`src/rfhc_pkg.sv`:
```
// Shared types and constants for the RPC response frame header checker.
// Used by every module of the block and by its port checker; no dependencies.
package rfhc_pkg;

  // Frame layout.
  localparam logic [31:0] MAGIC_WORD       = 32'hAACC_33D5;
  localparam int          TYPE_LEN_LSB     = 5;
  localparam int          ID_LEN_LSB       = 2;
  localparam int          FRAME_HEAD_BYTES = 8;
  localparam int          RPC_FIXED_BYTES  = 9;

  // The byte count saturates at the top of this width.
  localparam int POS_W = 25;
  localparam logic [POS_W-1:0] POS_MAX = {POS_W{1'b1}};

  // Configuration register file.
  localparam int          CFG_DATA_W  = 64;
  localparam int          CFG_ADDR_W  = 4;
  localparam logic        REG_REQUEST_ID   = 1'b0;
  localparam logic        REG_MESSAGE_TYPE = 1'b1;
  localparam logic [63:0] REQUEST_ID_RESET   = 64'd0;
  localparam logic [63:0] MESSAGE_TYPE_RESET = 64'd90;

  // Result status codes.
  typedef enum logic [2:0] {
    ST_OK             = 3'd0,
    ST_TRUNCATED      = 3'd1,
    ST_BAD_VERSION    = 3'd2,
    ST_BAD_MAGIC      = 3'd3,
    ST_LENGTH_MISMATCH = 3'd4,
    ST_ID_MISMATCH    = 3'd5,
    ST_TYPE_MISMATCH  = 3'd6
  } status_t;

  // One received byte held in the input register.
  typedef struct packed {
    logic       last;
    logic [7:0] data;
  } beat_t;

  // One result; status sits in the lowest bits once packed.
  typedef struct packed {
    logic [23:0] message_size;
    logic [63:0] request_id;
    logic [63:0] message_type;
    logic [4:0]  header_length;
    status_t     status;
  } result_t;

  localparam int RESULT_W = $bits(result_t);

endpackage

```
`src/rfhc_frame.sv`:
```
// Frame state and header checks: folds one byte per cycle into the header
// fields (a final byte waits behind an unread result), builds the result on the final byte. Depends on rfhc_pkg.
module rfhc_frame (
  input  logic                 clk,
  input  logic                 rst,
  input  logic                 beat_valid,
  input  rfhc_pkg::beat_t      beat,
  output logic                 beat_take,
  input  logic                 out_busy,
  input  logic [63:0]          expected_request_id,
  input  logic [63:0]          expected_message_type,
  output logic                 res_valid,
  output rfhc_pkg::result_t    res
);

  localparam int POS_W = rfhc_pkg::POS_W;

  // Frame state.
  logic [POS_W-1:0] byte_position;
  logic [31:0]      magic_shift;
  logic [7:0]       version_seen;
  logic [23:0]      size_accumulator;
  logic [3:0]       type_field_length;
  logic [3:0]       id_field_length;
  logic [63:0]      type_accumulator;
  logic [63:0]      id_accumulator;

  logic [POS_W-1:0] byte_position_next;
  logic [31:0]      magic_shift_next;
  logic [7:0]       version_seen_next;
  logic [23:0]      size_accumulator_next;
  logic [3:0]       type_field_length_next;
  logic [3:0]       id_field_length_next;
  logic [63:0]      type_accumulator_next;
  logic [63:0]      id_accumulator_next;

  logic [POS_W-1:0] pos;
  logic [7:0]       b;
  logic [POS_W-1:0] type_start;
  logic [POS_W-1:0] type_end;
  logic [POS_W-1:0] id_end;
  logic [POS_W-1:0] type_off;
  logic [POS_W-1:0] id_off;
  logic [1:0]       size_lane;
  logic [4:0]       hl;
  logic             have_fields;
  logic             n_ge_fixed;
  rfhc_pkg::status_t status;

  // A final byte waits while the previous result is still unread.
  assign beat_take = beat_valid && !(beat.last && out_busy);
  assign res_valid = beat_take && beat.last;

  assign pos        = byte_position;
  assign b          = beat.data;
  assign type_start = POS_W'(rfhc_pkg::RPC_FIXED_BYTES);
  assign type_end   = type_start + POS_W'(type_field_length);
  assign id_end     = type_end + POS_W'(id_field_length);
  assign type_off   = pos - type_start;
  assign id_off     = pos - type_end;
  assign size_lane  = pos[1:0] - 2'd1;

  // Fold the current byte into the field it belongs to.
  always_comb begin
    byte_position_next     = (pos == rfhc_pkg::POS_MAX) ? pos : pos + POS_W'(1);
    magic_shift_next       = magic_shift;
    version_seen_next      = version_seen;
    size_accumulator_next  = size_accumulator;
    type_field_length_next = type_field_length;
    id_field_length_next   = id_field_length;
    type_accumulator_next  = type_accumulator;
    id_accumulator_next    = id_accumulator;
    if (pos == '0) begin
      version_seen_next = b;
    end else if (pos < POS_W'(4)) begin
      size_accumulator_next[{size_lane, 3'b000} +: 8] = b;
    end else if (pos < POS_W'(rfhc_pkg::FRAME_HEAD_BYTES)) begin
      magic_shift_next[{pos[1:0], 3'b000} +: 8] = b;
    end else if (pos == POS_W'(rfhc_pkg::FRAME_HEAD_BYTES)) begin
      type_field_length_next = {1'b0, b[rfhc_pkg::TYPE_LEN_LSB +: 3]} + 4'd1;
      id_field_length_next   = {1'b0, b[rfhc_pkg::ID_LEN_LSB +: 3]} + 4'd1;
    end else if (pos < type_end) begin
      type_accumulator_next[{type_off[2:0], 3'b000} +: 8] = b;
    end else if (pos < id_end) begin
      id_accumulator_next[{id_off[2:0], 3'b000} +: 8] = b;
    end
  end

  // Header length and whether the variable header arrived in full.
  assign n_ge_fixed = byte_position_next >= POS_W'(rfhc_pkg::RPC_FIXED_BYTES);
  assign hl = n_ge_fixed ? (5'(rfhc_pkg::RPC_FIXED_BYTES) + {1'b0, type_field_length_next}
                            + {1'b0, id_field_length_next}) : 5'd0;
  assign have_fields = n_ge_fixed && (byte_position_next >= POS_W'(hl));

  // The first failing check decides: short head, version, magic, short header, length, request id, type.
  always_comb begin
    if (byte_position_next < POS_W'(rfhc_pkg::FRAME_HEAD_BYTES)) begin
      status = rfhc_pkg::ST_TRUNCATED;
    end else if (version_seen_next != 8'd0) begin
      status = rfhc_pkg::ST_BAD_VERSION;
    end else if (magic_shift_next != rfhc_pkg::MAGIC_WORD) begin
      status = rfhc_pkg::ST_BAD_MAGIC;
    end else if (!have_fields) begin
      status = rfhc_pkg::ST_TRUNCATED;
    end else if (byte_position_next != (POS_W'(rfhc_pkg::FRAME_HEAD_BYTES)
                                        + POS_W'(size_accumulator_next))) begin
      status = rfhc_pkg::ST_LENGTH_MISMATCH;
    end else if (id_accumulator_next != expected_request_id) begin
      status = rfhc_pkg::ST_ID_MISMATCH;
    end else if (type_accumulator_next != expected_message_type) begin
      status = rfhc_pkg::ST_TYPE_MISMATCH;
    end else begin
      status = rfhc_pkg::ST_OK;
    end
  end

  // Result fields; a field that did not arrive in full reads as zero.
  always_comb begin
    res.status        = status;
    res.header_length = hl;
    res.message_type  = have_fields ? type_accumulator_next : 64'd0;
    res.request_id    = have_fields ? id_accumulator_next : 64'd0;
    res.message_size  = (byte_position_next >= POS_W'(4)) ? size_accumulator_next : 24'd0;
  end

  // State update; the final byte returns the frame state to its reset values.
  always_ff @(posedge clk) begin
    if (rst || (beat_take && beat.last)) begin
      byte_position     <= '0;
      magic_shift       <= '0;
      version_seen      <= '0;
      size_accumulator  <= '0;
      type_field_length <= '0;
      id_field_length   <= '0;
      type_accumulator  <= '0;
      id_accumulator    <= '0;
    end else if (beat_take) begin
      byte_position     <= byte_position_next;
      magic_shift       <= magic_shift_next;
      version_seen      <= version_seen_next;
      size_accumulator  <= size_accumulator_next;
      type_field_length <= type_field_length_next;
      id_field_length   <= id_field_length_next;
      type_accumulator  <= type_accumulator_next;
      id_accumulator    <= id_accumulator_next;
    end
  end

endmodule

```
`config.mk`:
```
export PLATFORM = sky130hd
export DESIGN_NAME = rfhc_frame
export DESIGN_NICKNAME = d
export VERILOG_FILES = /design/src/rfhc_pkg.sv /design/src/rfhc_frame.sv
export SDC_FILE = /design/constraint.sdc
export NUM_CORES = 1
export LEC_CHECK = 0
export BUFFER_PORTS_ARGS = -buffer_cell sky130_fd_sc_hd__buf_2
export CAP_MARGIN = 0
export CORE_UTILIZATION = 34
export DETAILED_ROUTE_END_ITERATION = 16
export GPL_ROUTABILITY_DRIVEN = 0
export PLACE_DENSITY_LB_ADDON = 0.08
export SLEW_MARGIN = 40
export SYNTH_ARGS = -nofsm -noshare
export SYNTH_HDL_FRONTEND = slang
export SYNTH_SLANG_ARGS = --single-unit
```
`constraint.sdc`:
```
create_clock -name clk -period 5.5 [get_ports clk]
set_input_delay 0.825 -clock clk [delete_from_list [all_inputs] [get_ports clk]]
set_output_delay 0.825 -clock clk [all_outputs]
set_load 0.01 [all_outputs]
```
==> impl_metrics.ini <==
[grt]
grt_pass1_vias = 23000
grt_antenna_before_repair = 0
grt_overflow_total = 0
grt_usage_pct = 33.3
grt_first_pass_wirelength_um = 143000
grt_max_degree = 121

[floorplan]
initial_utilization_pct = 34.4
io_pins = 303
coreArea_um2 = 53900
dieArea_um2 = 55600
die_h_um = 236
num_rows = 85
die_w_um = 236

[critical_path]
cp_num_cells = 26
reg2regPathDepth = 21
crit_top_cell = a21oi_2
cp_max_fo = 5
cp_slowest_stage_delay_ns = 0.52
cp_num_buf_inv = 9
worstPathRequired_ns = 4.68
crit_path_start_kind = flop
cp_slowest_cell = or4b_4
worstSetupPathType = reg -> out
crit_family = simple AND/OR/NAND/NOR gates
crit_arrival_ns = 5.58
end_kind = primary output

[clock_tree]
cts_sinks = 225
htree_levels = 1
numCtsBuffers = 29
clk_pin_slew_worst_paths_ns = 0.06
root_buffer = clkbuf_16
clk_latency_ns = 0.59
cts_hold_buffers = 0
cts_tree = built
cts_buffer_depth = 3

[routing]
routed_via_density = 5.92
dr.pass1.iters = 7
route.detailed.drc = 0
wl_met3_um = 8460
top_layer = met4
drt_iter0_drc = 2524
vias = 23800
ant_nets = 0
routedWlPerCell_um = 24.1
routed_wirelength_um = 96900
wl_met2_um = 43700
wl_met1_um = 39100

[sta]
max_freq_mhz = 156
final_hold_viol_count = 0
fin_tns_setup_ns = -82.52
maxSlewHeadroom_pct = 53.0
period_share_pct = 116
slew_viol_final = 0
rsz0062_at_grt = true
fin_crit_ns = 6.41
setup_viol = 131
worst_pin_slew_ns = 0.705
fin_ws_ns = -0.907
skew_ns = 0.00816

[logic_synthesis]
async_flop_share_pct = 0
synth_compound_area_share_pct = 19.9
synthXorXnorAreaFrac_pct = 6.98
yosys.area_share.simple_pct = 35.2
synth_ff_type = dfxtp_1
syn_avg_cell_area_um2 = 6.80
yosys.area_share.adder_pct = 3.09
yosys_warnings = 0
synth_area_um2 = 18600
yosys_register_bits = 225
netlist_instances = 2730
synth.distinct_cells = 98
yosysSeqAreaShare_pct = 24.3
synth_nets = 2915
synth_edf_count = 0
synthMuxAreaShare_pct = 4.70
synth_top_family_by_area = simple AND/OR/NAND/NOR gates

[power]
p_total_mw = 4.70
ir_worst_vdd_v = 0.000228
p_per_area_nw_per_um2 = 175
p_leak_nw = 9.93

[placement]
dp_slack_ns = -0.578
port-buffer-count = 302
place_area_um2 = 23000
hpwlAfterDp_um = 71600

[job]
maxCapViolCount = 0

[min_path]
holdPathStages = 2
min_path_type = reg -> reg

[run_status]
violations = setup timing
status = finished with violations

[final_layout]
fin_nets = 3483
area_delta_synth_final_pct = 44.6
n_antenna_cell = 0
drive_gt1_share_pct = 30.7
fin_area_um2 = 26900
-- registers in the layout, summed over array words and instances (netlist names) --
register,cells
version_seen,8
byte_position,25
magic_shift,32
size_accumulator,24
id_accumulator,64
id_field_length,4
type_accumulator,64
type_field_length,4
-- cells in the mapped netlist, types with 5 or more instances --
library cell	n	area (um^2)
o211ai_1	7	52.6
xnor2_1	84	736
a21oi_1	355	1780
ha_1	41	513
and3_1	29	181
mux2i_1	77	771
o22ai_1	18	113
a31oi_1	20	125
nand2b_1	24	150
a2111oi_0	9	78.8
nor2_1	362	1360
xor2_1	57	499
buf_4	13	97.6
mux2_2	9	101
or3_1	12	75.1
a221oi_1	9	78.8
nor2b_1	26	163
nand4_1	69	432
nor4bb_1	5	50.1
a222oi_1	6	60.1
o21ai_0	52	260
a211oi_1	21	158
and4_1	23	201
and2_1	28	175
nor3b_1	16	120
o221ai_1	10	87.6
a21o_1	9	67.6
inv_1	87	327
nand2_1	427	1600
o211a_1	7	70.1
or4_1	5	37.5
nand3_1	130	651
or2_2	6	37.5
o31ai_1	22	165
nor3_1	91	455
nand3b_1	12	90.1
o2111ai_1	7	61.3
clkbuf_1	122	458
dfxtp_1	225	4500
buf_1	13	48.8
nor4b_1	7	61.3
buf_2	26	130
nor4_1	49	307
-- path summary, 6_finish.rpt --
kind,from,end,slack [ns]
min reg2reg,type_accumulator[2],type_accumulator[2],0.45
max,type_field_length[0],res[1],-0.91
min,type_accumulator[2],type_accumulator[2],0.45
max reg2reg,type_field_length[0],id_accumulator[60],1.45
-- logic make-up after synthesis --
kind of cell,count (synthesis)
simple gates,1357
compound gates,608
mux,86
xor+xnor,144
buf+inv,266
fa+ha+maj,44
flops,225
-- worst reg2reg max path, delay by kind of cell, from the launching register on --
kind	cells	cell delay [ns]
AND/OR/NAND/NOR	3	0.88
AO/OA/AOI/OAI	6	0.87
adder cells (fa/ha/maj)	3	0.80
buffers and inverters	8	0.90
flip-flops	1	0.36
XOR/XNOR	1	0.12
-- final cells by class --
class	count	area (um^2)
clock inverter	16	148
clock buffer	38	830
sequential	225	4520
inverter	90	343
fill	5371	27100
tap	696	871
multi-input combinational	2239	14500
timing repair buffer	713	5660
-- report_power, final --
part / total, mW / leakage, nW / switching, mW / internal (mW)
Clock: 1.99 / 0.479 / 0.840 / 1.15
Sequential: 1.65 / 1.82 / 0.00890 / 1.64
Combinational: 1.06 / 7.64 / 0.690 / 0.373
-- placed cells by master, fill, tap and decap left out, types with 10 or more instances in the layout --
cell type	netlist	routed
nand4_1	69	69
inv_1	87	80
nor2_1	362	296
nand2b_1	24	22
nor2b_1	26	25
a211oi_1	21	19
and4_1	23	23
buf_8	0	11
xnor2_1	84	83
dfxtp_1	225	217
nor2_4	0	61
a21oi_1	355	297
a31oi_1	20	18
or3_1	12	11
buf_12	0	13
buf_4	13	360
a21oi_2	0	27
clkbuf_16	0	31
nor4_1	49	45
o31ai_1	22	16
nor3b_1	16	15
buf_6	2	107
o21ai_0	52	47
nand2_1	427	425
nand3b_1	12	12
nor3_1	91	86
mux2i_1	77	73
nand3_1	130	126
ha_4	0	10
and3_1	29	29
ha_1	41	31
a21oi_4	0	31
and2_1	28	28
buf_2	26	212
o22ai_1	18	18
xor2_1	57	55
-- stage by stage --
step	utilization (%)	hold slack (ns)	cells
after floorplan	-	0.427	2730
after CTS	47.9	0.448	4024
after global routing	49.8	0.466	4017
final	49.8	0.446	4017
after global placement	42.7	0.437	3909
after detailed placement	42.7	0.440	3909
-- routing by layer --
| layer | track usage, % | vias up |
|---|---|---|
| met3 | 5.96 | 339 |
| li1 | - | 10800 |
| met1 | 42.4 | 11300 |
| met2 | 53.6 | 1339 |
| met5 | 0 | - |
| met4 | 17.3 | 0 |
-- what timing repair did --
action	4_1_cts	5_1_grt
setup buffers	54	7
pin swaps	73	42
gates resized for setup	263	223
endpoints found under the setup margin	131	133
cloned	10	3
Note: power is estimated with default switching activity, not from simulation.
